## src/rtl/imh_pkg.sv

```systemverilog
package imh_pkg;

   localparam int NODE_PORT_W = 11;
   localparam int KEY_W       = 32;
   localparam int OP_W        = 2;
   localparam int STATUS_W    = 2;

   localparam logic [KEY_W-1:0] KEY_INF = '1;

   typedef enum logic [OP_W-1:0] {
      OP_INIT    = 2'd0,
      OP_INSERT  = 2'd1,
      OP_EXTRACT = 2'd2,
      OP_UPDATE  = 2'd3
   } op_type;

   typedef enum logic [STATUS_W-1:0] {
      ST_OK    = 2'd0,
      ST_FULL  = 2'd1,
      ST_EMPTY = 2'd2,
      ST_NOTIN = 2'd3
   } status_type;

   typedef struct packed {
      logic heap_we;
      logic pos_we;
   } mem_ctl_type;

endpackage

```

## src/rtl/imh_ctrl.sv

```systemverilog
module imh_ctrl #(
   parameter int MAX_NODES = 1024
) (
   input  logic                                          clock,
   input  logic                                          reset,
   input  logic                                          start,
   input  imh_pkg::op_type                               req_op,
   input  logic [imh_pkg::NODE_PORT_W-1:0]               req_node,
   input  logic [imh_pkg::KEY_W-1:0]                     req_key,
   input  logic [imh_pkg::NODE_PORT_W-1:0]               node_count,
   input  logic                                          out_free,
   output logic                                          ready,
   output logic                                          done,
   output logic [imh_pkg::NODE_PORT_W-1:0]               res_node,
   output logic [imh_pkg::KEY_W-1:0]                     res_key,
   output logic [imh_pkg::NODE_PORT_W-1:0]               res_size,
   output logic                                          res_empty,
   output imh_pkg::status_type                           res_status,
   output imh_pkg::mem_ctl_type                          ctl,
   output logic [$clog2(MAX_NODES+1)-1:0]                heap_ra0,
   output logic [$clog2(MAX_NODES+1)-1:0]                heap_ra1,
   output logic [$clog2(MAX_NODES+1)-1:0]                heap_wa,
   output logic [$clog2(MAX_NODES+1)+imh_pkg::KEY_W-1:0] heap_wd,
   input  logic [$clog2(MAX_NODES+1)+imh_pkg::KEY_W-1:0] heap_rd0,
   input  logic [$clog2(MAX_NODES+1)+imh_pkg::KEY_W-1:0] heap_rd1,
   output logic [$clog2(MAX_NODES)-1:0]                  pos_ra,
   output logic [$clog2(MAX_NODES)-1:0]                  pos_wa,
   output logic [$clog2(MAX_NODES+1)-1:0]                pos_wd,
   input  logic [$clog2(MAX_NODES+1)-1:0]                pos_rd
);
   import imh_pkg::*;

   localparam int NW = $clog2(MAX_NODES+1);
   localparam int PW = $clog2(MAX_NODES);
   localparam logic [NW-1:0] MAX_N = NW'(MAX_NODES);
   localparam logic [NW-1:0] ONE   = NW'(1);

   typedef enum logic [9:0] {
      S_IDLE = 10'b0000000001,
      S_INIT = 10'b0000000010,
      S_CHK1 = 10'b0000000100,
      S_CHK2 = 10'b0000001000,
      S_UP   = 10'b0000010000,
      S_UPC  = 10'b0000100000,
      S_EX   = 10'b0001000000,
      S_DN   = 10'b0010000000,
      S_DNC  = 10'b0100000000,
      S_DONE = 10'b1000000000
   } state_type;

   state_type           state_ff, state_in;
   op_type              op_ff, op_in;
   logic [NW-1:0]       nd_ff, nd_in;
   logic [KEY_W-1:0]    key_ff, key_in;
   logic [NW-1:0]       count_ff, count_in;
   logic [NW-1:0]       pos_ff, pos_in;
   logic [NW+KEY_W-1:0] mov_ff, mov_in;
   logic [NW-1:0]       n_ff, n_in;
   logic [NW-1:0]       idx_ff, idx_in;
   logic [NW-1:0]       onode_ff, onode_in;
   logic [KEY_W-1:0]    okey_ff, okey_in;
   status_type          status_ff, status_in;

   logic [NW-1:0]       req_nd;
   logic                req_bad;
   logic [NW-1:0]       init_n;
   logic [NW-1:0]       mov_node;
   logic [KEY_W-1:0]    mov_key;
   logic [NW:0]         two;
   logic [NW:0]         cnt_x;
   logic                pick_right;
   logic [NW+KEY_W-1:0] child;

   assign req_nd   = NW'(req_node);
   assign req_bad  = (req_node == '0) || (32'(req_node) > 32'(MAX_NODES));
   assign init_n   = (32'(node_count) > 32'(MAX_NODES)) ? MAX_N : NW'(node_count);
   assign mov_node = mov_ff[NW+KEY_W-1:KEY_W];
   assign mov_key  = mov_ff[KEY_W-1:0];
   assign two      = {pos_ff, 1'b0};
   assign cnt_x    = {1'b0, count_ff};
   assign pick_right = (two < cnt_x) && (heap_rd0[KEY_W-1:0] > heap_rd1[KEY_W-1:0]);
   assign child    = pick_right ? heap_rd1 : heap_rd0;

   always_comb begin
      state_in  = state_ff;
      op_in     = op_ff;
      nd_in     = nd_ff;
      key_in    = key_ff;
      count_in  = count_ff;
      pos_in    = pos_ff;
      mov_in    = mov_ff;
      n_in      = n_ff;
      idx_in    = idx_ff;
      onode_in  = onode_ff;
      okey_in   = okey_ff;
      status_in = status_ff;
      ctl       = '0;
      heap_ra0  = pos_ff;
      heap_ra1  = pos_ff;
      heap_wa   = pos_ff;
      heap_wd   = mov_ff;
      pos_ra    = PW'(nd_ff - ONE);
      pos_wa    = PW'(mov_node - ONE);
      pos_wd    = pos_ff;
      case (state_ff)
         S_IDLE: begin
            pos_ra = PW'(req_nd - ONE);
            if (start) begin
               op_in     = req_op;
               nd_in     = req_nd;
               key_in    = req_key;
               onode_in  = '0;
               okey_in   = '0;
               status_in = ST_OK;
               case (req_op)
                  OP_INIT: begin
                     if (init_n == '0) begin
                        count_in = '0;
                        state_in = S_DONE;
                     end else begin
                        idx_in   = ONE;
                        n_in     = init_n;
                        state_in = S_INIT;
                     end
                  end
                  OP_INSERT: begin
                     if (count_ff >= MAX_N) begin
                        status_in = ST_FULL;
                        state_in  = S_DONE;
                     end else if (req_bad) begin
                        status_in = ST_NOTIN;
                        state_in  = S_DONE;
                     end else begin
                        state_in = S_CHK1;
                     end
                  end
                  OP_EXTRACT: begin
                     if (count_ff == '0) begin
                        status_in = ST_EMPTY;
                        state_in  = S_DONE;
                     end else begin
                        heap_ra0 = ONE;
                        heap_ra1 = count_ff;
                        state_in = S_EX;
                     end
                  end
                  OP_UPDATE: begin
                     if (req_bad) begin
                        status_in = ST_NOTIN;
                        state_in  = S_DONE;
                     end else begin
                        state_in = S_CHK1;
                     end
                  end
                  default: begin
                     state_in = S_DONE;
                  end
               endcase
            end
         end
         S_INIT: begin
            ctl.heap_we = 1'b1;
            ctl.pos_we  = 1'b1;
            heap_wa     = idx_ff;
            heap_wd     = {idx_ff, KEY_INF};
            pos_wa      = PW'(idx_ff - ONE);
            pos_wd      = idx_ff;
            idx_in      = idx_ff + ONE;
            if (idx_ff == n_ff) begin
               count_in = n_ff;
               state_in = S_DONE;
            end
         end
         S_CHK1: begin
            if ((pos_rd == '0) || (pos_rd > count_ff)) begin
               if (op_ff == OP_INSERT) begin
                  count_in = count_ff + ONE;
                  pos_in   = count_ff + ONE;
                  mov_in   = {nd_ff, key_ff};
                  state_in = S_UP;
               end else begin
                  status_in = ST_NOTIN;
                  state_in  = S_DONE;
               end
            end else begin
               heap_ra0 = pos_rd;
               pos_in   = pos_rd;
               state_in = S_CHK2;
            end
         end
         S_CHK2: begin
            if (heap_rd0[NW+KEY_W-1:KEY_W] == nd_ff) begin
               if (op_ff == OP_INSERT) begin
                  status_in = ST_NOTIN;
                  state_in  = S_DONE;
               end else begin
                  mov_in   = {nd_ff, key_ff};
                  state_in = S_UP;
               end
            end else begin
               if (op_ff == OP_INSERT) begin
                  count_in = count_ff + ONE;
                  pos_in   = count_ff + ONE;
                  mov_in   = {nd_ff, key_ff};
                  state_in = S_UP;
               end else begin
                  status_in = ST_NOTIN;
                  state_in  = S_DONE;
               end
            end
         end
         S_UP: begin
            if (pos_ff == ONE) begin
               ctl.heap_we = 1'b1;
               ctl.pos_we  = 1'b1;
               state_in    = S_DONE;
            end else begin
               heap_ra0 = pos_ff >> 1;
               state_in = S_UPC;
            end
         end
         S_UPC: begin
            ctl.heap_we = 1'b1;
            ctl.pos_we  = 1'b1;
            if (heap_rd0[KEY_W-1:0] > mov_key) begin
               heap_wd  = heap_rd0;
               pos_wa   = PW'(heap_rd0[NW+KEY_W-1:KEY_W] - ONE);
               pos_in   = pos_ff >> 1;
               state_in = S_UP;
            end else begin
               state_in = S_DONE;
            end
         end
         S_EX: begin
            onode_in   = heap_rd0[NW+KEY_W-1:KEY_W];
            okey_in    = heap_rd0[KEY_W-1:0];
            ctl.pos_we = 1'b1;
            pos_wa     = PW'(heap_rd0[NW+KEY_W-1:KEY_W] - ONE);
            pos_wd     = count_ff;
            count_in   = count_ff - ONE;
            if (count_ff == ONE) begin
               state_in = S_DONE;
            end else begin
               mov_in   = heap_rd1;
               pos_in   = ONE;
               state_in = S_DN;
            end
         end
         S_DN: begin
            if (two > cnt_x) begin
               ctl.heap_we = 1'b1;
               ctl.pos_we  = 1'b1;
               state_in    = S_DONE;
            end else begin
               heap_ra0 = NW'(two);
               heap_ra1 = (two < cnt_x) ? NW'(two + 1'b1) : NW'(two);
               state_in = S_DNC;
            end
         end
         S_DNC: begin
            ctl.heap_we = 1'b1;
            ctl.pos_we  = 1'b1;
            if (mov_key <= child[KEY_W-1:0]) begin
               state_in = S_DONE;
            end else begin
               heap_wd  = child;
               pos_wa   = PW'(child[NW+KEY_W-1:KEY_W] - ONE);
               pos_in   = pick_right ? NW'(two + 1'b1) : NW'(two);
               state_in = S_DN;
            end
         end
         S_DONE: begin
            if (out_free) begin
               state_in = S_IDLE;
            end
         end
         default: begin
            state_in = S_IDLE;
         end
      endcase
   end

   always_ff @(posedge clock) begin
      if (reset) begin
         state_ff <= S_IDLE;
         count_ff <= '0;
      end else begin
         state_ff <= state_in;
         count_ff <= count_in;
      end
   end

   always_ff @(posedge clock) begin
      op_ff     <= op_in;
      nd_ff     <= nd_in;
      key_ff    <= key_in;
      pos_ff    <= pos_in;
      mov_ff    <= mov_in;
      n_ff      <= n_in;
      idx_ff    <= idx_in;
      onode_ff  <= onode_in;
      okey_ff   <= okey_in;
      status_ff <= status_in;
   end

   assign ready      = (state_ff == S_IDLE);
   assign done       = (state_ff == S_DONE);
   assign res_node   = NODE_PORT_W'(onode_ff);
   assign res_key    = okey_ff;
   assign res_size   = NODE_PORT_W'(count_ff);
   assign res_empty  = (count_ff == '0);
   assign res_status = status_ff;

   a_count_range: assert property (@(posedge clock) disable iff (reset)
      count_ff <= MAX_N)
      else $error("Heap count exceeds its capacity.");

   a_heap_write_slot: assert property (@(posedge clock) disable iff (reset)
      (ctl.heap_we && state_ff != S_INIT) |-> (heap_wa != '0 && heap_wa <= count_ff))
      else $error("Heap write lies outside the occupied slots.");

   a_up_pos: assert property (@(posedge clock) disable iff (reset)
      (state_ff == S_UP || state_ff == S_UPC) |-> (pos_ff != '0))
      else $error("Sift-up reached slot zero.");

   a_done_release: assert property (@(posedge clock) disable iff (reset)
      (state_ff == S_DONE && out_free) |=> (state_ff == S_IDLE))
      else $error("Finished transaction did not release the controller.");

endmodule

```

## config.mk

```make
export PLATFORM = sky130hd
export DESIGN_NAME = imh_ctrl
export DESIGN_NICKNAME = d
export VERILOG_FILES = /design/src/rtl/imh_pkg.sv /design/src/rtl/imh_ctrl.sv
export SDC_FILE = /design/constraint.sdc
export NUM_CORES = 1
export LEC_CHECK = 0
export ABC_AREA = 1
export BUFFER_PORTS_ARGS = -buffer_cell sky130_fd_sc_hd__buf_2
export CORE_UTILIZATION = 43
export CTS_CLUSTER_SIZE = 8
export DETAILED_ROUTE_END_ITERATION = 8
export SLEW_MARGIN = 25
export SYNTH_ARGS = -nofsm -noshare
export SYNTH_HDL_FRONTEND = slang
export SYNTH_SLANG_ARGS = --single-unit
```

## constraint.sdc

```tcl
create_clock -name clock -period 12.35 [get_ports clock]
set_input_delay 1.235 -clock clock [delete_from_list [all_inputs] [get_ports clock]]
set_output_delay 1.235 -clock clock [all_outputs]
set_load 0.02 [all_outputs]
```

==> impl_metrics.env, run 1 <==
export IMPL_wl_um=75900
export IMPL_rsz0062_at_grt="false"
export IMPL_crit_reg2reg_launch="res_size[10]"
export IMPL_critPathKind="flip-flop to output port"
export IMPL_synth_distinct_cells=61
export IMPL_synth_top_cell_area_share_pct=30.5
export IMPL_core_sq_um=37500
export IMPL_crit_required_ps=11110
export IMPL_whs_path_depth=2
export IMPL_peakVddDrop_v=0.000211
export IMPL_clockBufferDepth=2
export IMPL_hp_start="res_status[0]"
export IMPL_ios=325
export IMPL_numCtsBuffers=17
export IMPL_path_clk_slew_ps=80
export IMPL_chipHeight_um=197
export IMPL_crit_reg2reg_capture="pos_ff[10]"
export IMPL_synth_most_common_cell="nand2_1"
export IMPL_grt_remaining_overflow=0
export IMPL_ys_ff_latch=187
export IMPL_layout_drive_gt1_share_pct=17.6
export IMPL_rrSetupSlack_ps=5120
export IMPL_fmaxAchievable_ghz=0.109
export IMPL_total_power_uw=3420
export IMPL_antenna_found_initial=2
export IMPL_top_layer="met4"
export IMPL_rr_worst_depth=21
export IMPL_crit_family="simple AND/OR/NAND/NOR gates"
export IMPL_drt_vias_per_instance=6.09
export IMPL_grt_pass1_vias=16600
export IMPL_timing_final_hold_violations=0
export IMPL_start_util_pct=43.6
export IMPL_nets=2768
export IMPL_cp_max_fo=64
export IMPL_status="completed"
export IMPL_antenna_left=0
export IMPL_drc=0
export IMPL_io_buffers=324
export IMPL_post_cts_resized=0
export IMPL_cp_common_cell="nand2_1"
export IMPL_tns_ps=0
export IMPL_crit_chain="inv_1 -> ha_1 -> nand2_1 -> nand2_1 -> a31oi_1 -> nand4_1 -> nor2_4 -> nand2_2 -> buf_4 -> nand2_1 -> o21ai_1 -> ha_1 -> nand4_1 -> nor4_1 -> o21ai_1 -> a21boi_1 -> nand2_1 -> o21ai_0 -> a21oi_1 -> o21ai_0 -> buf_2"
export IMPL_drt_pre_antenna_iters=6
export IMPL_clock_sinks=187
export IMPL_wl_per_cell_um=25.2
export IMPL_crit_path_top_delay_cell="nand2_1"
export IMPL_synth_edf_count=166
export IMPL_yosysSeqAreaShare_pct=33.1
export IMPL_setup_viol=0
export IMPL_die_x_um=197
export IMPL_worst_slew_pin_transition_ps=1050
export IMPL_hold_buffers=0
export IMPL_cts_setup_buffers=0
export IMPL_hpwl_um=57600
export IMPL_dieArea_sq_um=38800
export IMPL_fin_skew_ps=16.1
export IMPL_final_seq_area_sq_um=5410
export IMPL_ys_top_cells_by_area="edfxtp_1, nand2_1, ha_1"
export IMPL_wl_met3_um=9260
export IMPL_synth_nets=2499
export IMPL_ys_flop_type="edfxtp_1"
export IMPL_maxCapViolations=0
export IMPL_wl_met1_um=33000
export IMPL_cp_start_kind="flip-flop"
export IMPL_num_vias=18300
export IMPL_cp_startpoint="res_size[10]"
export IMPL_worst_path_buf_inv=3
export IMPL_place_ws_ps=3610
export IMPL_finalWorstSetupSlack_ps=3210
export IMPL_multi_input_area_sq_um=9510
export IMPL_powerDensity_nw_per_um2=180
export IMPL_clk_latency_ps=490
export IMPL_grt_usage_pct=38.7
export IMPL_drv_slew=0
export IMPL_cts_tree="yes"
export IMPL_finalCritPeriodShare_pct=74.0
export IMPL_hold_path_class="flip-flop to flip-flop"
export IMPL_crit_path_max_incr_delay_ps=820
export IMPL_endpoint_kind="output port"
export IMPL_syn_to_final_growth_pct=16.3
export IMPL_grt_pass1_wl_um=110000
export IMPL_yosys_warnings=0
export IMPL_synthCells=2214
export IMPL_async_flop_share_pct=0
export IMPL_synthTopCellsByCount="nand2_1, inv_1, nor2_1"
export IMPL_syn_area_sq_um=16300
export IMPL_place_congestion=1.01
export IMPL_h_tree_depth=4
export IMPL_leakagePower_uw=0.00871
export IMPL_yosysTopAreaCell="edfxtp_1"
export IMPL_worstHoldEndpoint="res_status[0]"
export IMPL_min_period_ps=9140
export IMPL_slew_headroom_pct=29.7
export IMPL_drt_first_iter_violations=2397
export IMPL_grt_max_degree=99
export IMPL_arrival_ps=7900
export IMPL_met2WireLength_um=31000
export IMPL_avgSynthCellArea_sq_um=7.38
export IMPL_root_buffer="clkbuf_16"
export IMPL_rows=71
export IMPL_nFillCells=3825
[worst reg2reg max path, stage by stage, from the launching register on]
cell	delay (ps)
dfxtp_1	610
inv_1	380
ha_1	450
nand2_1	80
nand2_1	60
a31oi_1	330
nand4_1	350
nor2_4	270
nand2_2	340
buf_4	470
nand2_1	200
o21ai_1	140
ha_1	340
nand4_1	210
nor4_1	490
o21ai_1	210
nand2_1	100
nand2_1	170
nand2_1	110
nand2_1	460
nor2_1	400
and3_1	680
[worst max path at each step]
| stage | endpoint | slack (ps) | cells after the start |
|---|---|---|---|
| 4_1_cts | heap_wd[37] | 3520 | 20 |
| 5_1_grt | heap_wd[37] | 3020 | 20 |
| 3_3_place_gp | heap_wd[37] | 3700 | 22 |
| 6_report | heap_wd[37] | 3210 | 21 |
| 3_5_place_dp | heap_wd[37] | 3610 | 20 |
| 2_1_floorplan | pos_wa[6] | 6160 | 29 |
[report_power, final]
part	switching, uW	internal (uW)
clock	305	273
combinational	1270	503
sequential	156	911
total	1730	1690
[layout by cell type, fill, tap and decap left out, types with 17 or more instances in the layout]
master	n
nor2_1	225
buf_4	20
buf_2	324
nand3_1	85
o21ai_0	160
ha_1	128
xor2_1	52
o21ai_1	77
edfxtp_1	166
a21oi_1	118
inv_1	249
nor3_1	39
nand4_1	26
o221ai_1	70
o22ai_1	19
inv_2	25
clkbuf_16	17
nand2_1	465
o211ai_1	21
dfxtp_1	21
o2111ai_1	25
[logic make-up after synthesis]
family                     share of synthesized area (%)
and+or+nand+nor                                     23.2
AOI/OAI and AO/OA                                   20.9
buffers and inverters                               8.94
DFF                                                 33.1
adders and majority gates                           9.80
xor gates and xnor gates                            3.27
muxes                                              0.796
[sequential cells by signal, indices dropped and copies added, names as in the netlist]
register    flops
res_node       11
nd_ff          11
idx_ff         11
state_ff       10
res_key        32
n_ff           11
op_ff           2
res_status      2
res_size       11
pos_ff         11
mov_ff         43
key_ff         32
[routing by layer]
layer / GRT usage (%) / up-vias
met1: 56.2 / 8656
met2: 55.1 / 1222
met5: 0 / -
met3: 9.29 / 176
li1: - / 8263
met4: 13.8 / 0
[area by class of cell]
| type | instances | share of cell area, % |
|---|---|---|
| clock inverters | 15 | 0.948 |
| diodes | 2 | 0.0263 |
| clock buffers | 17 | 2.24 |
| inverters | 280 | 5.53 |
| well taps | 511 | 3.37 |
| multi-input cells | 1652 | 50.0 |
| flip-flops and latches | 187 | 28.5 |
| repair buffers | 345 | 9.39 |
[through the flow]
step	utilization (%)	std cells	hold WS, ps	cell area [sq um]
5_1_grt	50.7	3009	679	19000
3_3_place_gp	49.0	2975	574	18400
6_report	50.7	3009	608	19000
2_1_floorplan	-	2214	613	16300
4_1_cts	50.6	3007	610	19000
3_5_place_dp	49.0	2975	578	18400
No activity file was read; power rests on OpenSTA's default activity.
==> run 2: changes to the inputs <==
Settings changed: PLACE_DENSITY set to 0.67.
Clock period 12.35 ns to 7.6 ns, I/O delays scaled along.
==> run 2 against run 1 <==
Clock power up 61%. Register-to-register slack worse by 3600 ps. Clock skew down 1.3 ps. Design area up 0.52%. Sequential cell count unchanged. Count of clock-buffer cells in the layout up 3. Critical path depth up 3. Die area unchanged. Final cell count up 0.66%.
==> impl_metrics.env, run 2 (synthesis gave the netlist of run 1 again) <==
export IMPL_status="completed"
export IMPL_clock_sinks=187
export IMPL_grt_remaining_overflow=0
export IMPL_peakVddDrop_v=0.000287
export IMPL_worst_slew_pin_transition_ps=1110
export IMPL_finalWorstSetupSlack_ps=351
export IMPL_total_power_uw=5570
export IMPL_final_seq_area_sq_um=5410
export IMPL_fin_skew_ps=14.9
export IMPL_antenna_found_initial=5
export IMPL_place_ws_ps=851
export IMPL_timing_final_hold_violations=0
export IMPL_rrSetupSlack_ps=1490
export IMPL_drt_vias_per_instance=6.13
export IMPL_num_vias=18600
export IMPL_hold_path_class="primary input to flip-flop"
export IMPL_endpoint_kind="output port"
export IMPL_drt_pre_antenna_iters=6
export IMPL_cts_setup_buffers=0
export IMPL_hpwl_um=59200
export IMPL_whs_path_depth=1
export IMPL_post_cts_resized=0
export IMPL_rows=71
export IMPL_clockBufferDepth=2
export IMPL_grt_pass1_wl_um=111000
export IMPL_finalCritPeriodShare_pct=95.4
export IMPL_numCtsBuffers=17
export IMPL_cts_tree="yes"
export IMPL_h_tree_depth=4
export IMPL_grt_pass1_vias=16800
export IMPL_maxCapViolations=0
export IMPL_crit_required_ps=6840
export IMPL_cp_max_fo=67
export IMPL_final_cell_mix="nand2_1, buf_2, inv_1, nor2_1, edfxtp_1"
export IMPL_die_x_um=197
export IMPL_layout_drive_gt1_share_pct=18.1
export IMPL_crit_reg2reg_launch="res_size[2]"
export IMPL_layout_cells_non_filler=3029
export IMPL_layout_commonest_cell="nand2_1"
export IMPL_antenna_left=0
export IMPL_top_register="mov_ff"
export IMPL_dieArea_sq_um=38800
export IMPL_powerDensity_nw_per_um2=292
export IMPL_cp_start_kind="flip-flop"
export IMPL_drc=0
export IMPL_rsz0062_at_grt="false"
export IMPL_ios=325
export IMPL_critPathKind="flip-flop to output port"
export IMPL_arrival_ps=6490
export IMPL_start_util_pct=43.6
export IMPL_wl_um=76500
export IMPL_leakagePower_uw=0.00879
export IMPL_dpl_cell_count=2992
export IMPL_nFillCells=3817
export IMPL_root_buffer="clkbuf_16"
export IMPL_chipHeight_um=197
export IMPL_io_buffers=324
export IMPL_slew_headroom_pct=25.2
export IMPL_cp_startpoint="res_size[2]"
export IMPL_fmaxAchievable_ghz=0.138
export IMPL_grt_usage_pct=39.1
export IMPL_rr_worst_depth=22
export IMPL_syn_to_final_growth_pct=16.9
export IMPL_drv_slew=0
export IMPL_crit_reg2reg_capture="pos_ff[9]"
export IMPL_fin_util_pct=50.9
export IMPL_place_congestion=1.02
export IMPL_path_clk_slew_ps=80
export IMPL_largest_register_ff_count=43
export IMPL_multi_input_area_sq_um=9510
export IMPL_crit_path_end="heap_wd[35]"
export IMPL_min_period_ps=7250
export IMPL_core_sq_um=37500
export IMPL_clk_latency_ps=480
export IMPL_hold_buffers=0
export IMPL_setup_viol=0
export IMPL_grt_max_degree=68
export IMPL_wl_per_cell_um=25.3
export IMPL_tns_ps=0
export IMPL_nets=2785
export IMPL_drt_first_iter_violations=2672
-- run 2: cell types whose count changed in the layout (fill, tap and decap cells not counted), moves of 2 or more --
cell	before	now
clkinv_4	3	1
clkinv_8	6	0
clkbuf_1	0	3
diode_2	2	5
buf_4	20	38
inv_6	3	5
-- run 2: area by class of cell --
cell class	instances	share of cell area, %
Timing Repair Buffer	362	9.99
Clock inverter	12	0.675
Inverter	280	5.50
Tap cell	511	3.35
Sequential cell	187	28.3
Clock buffer	20	2.29
Multi-Input combinational cell	1652	49.8
Antenna cell	5	0.0655
-- run 2: where the power goes --
group	leakage [uW]	switching, uW	internal (uW)
registers	0.00175	201	1480
logic	0.00676	2110	846
clock network	0.000276	468	464
-- run 2: per-stage QoR --
stage	hold slack [ps]	instance area [sq um]
6_report	448	19100
5_1_grt	444	19100
3_5_place_dp	620	18500
4_1_cts	436	19100
2_1_floorplan	613	16300
3_3_place_gp	605	18500
-- run 2: worst max-delay path: stages (launching register included) --
cell and delay [ps]:
dfxtp_1 620, inv_1 280, ha_1 370, nand3_1 90, nand2_1 70, nand2_1 90
nand4_1 270, nor2_4 290, nand2_4 450, o21ai_1 380, ha_1 300, a21oi_1 130
nor2_1 50, a211oi_1 350, o21ai_0 190, a21oi_1 260, nand2_1 90, nand2_1 240
nand2_1 80, nand2_1 370, nor2_4 100, inv_2 380, nand2_1 100, o2111ai_1 180
buf_2 240
-- run 2: metal layers --
metal | track usage (%) | vias to the layer above | part of all wire [%]
met5 | 0 | - | 0
met4 | 13.9 | 0 | 3.3
met3 | 8.78 | 155 | 13
met2 | 55.0 | 1292 | 41
met1 | 57.7 | 8838 | 43
li1 | - | 8297 | -
-- run 2: worst min-delay path by stage --
stage | startpoint | endpoint
after floorplan | key_ff[0] | mov_ff[0]
after global placement | res_status[0] | res_status[0]
after detailed placement | res_status[0] | res_status[0]
after CTS | req_key[13] | key_ff[13]
after global routing | req_key[13] | key_ff[13]
final | req_key[13] | key_ff[13]
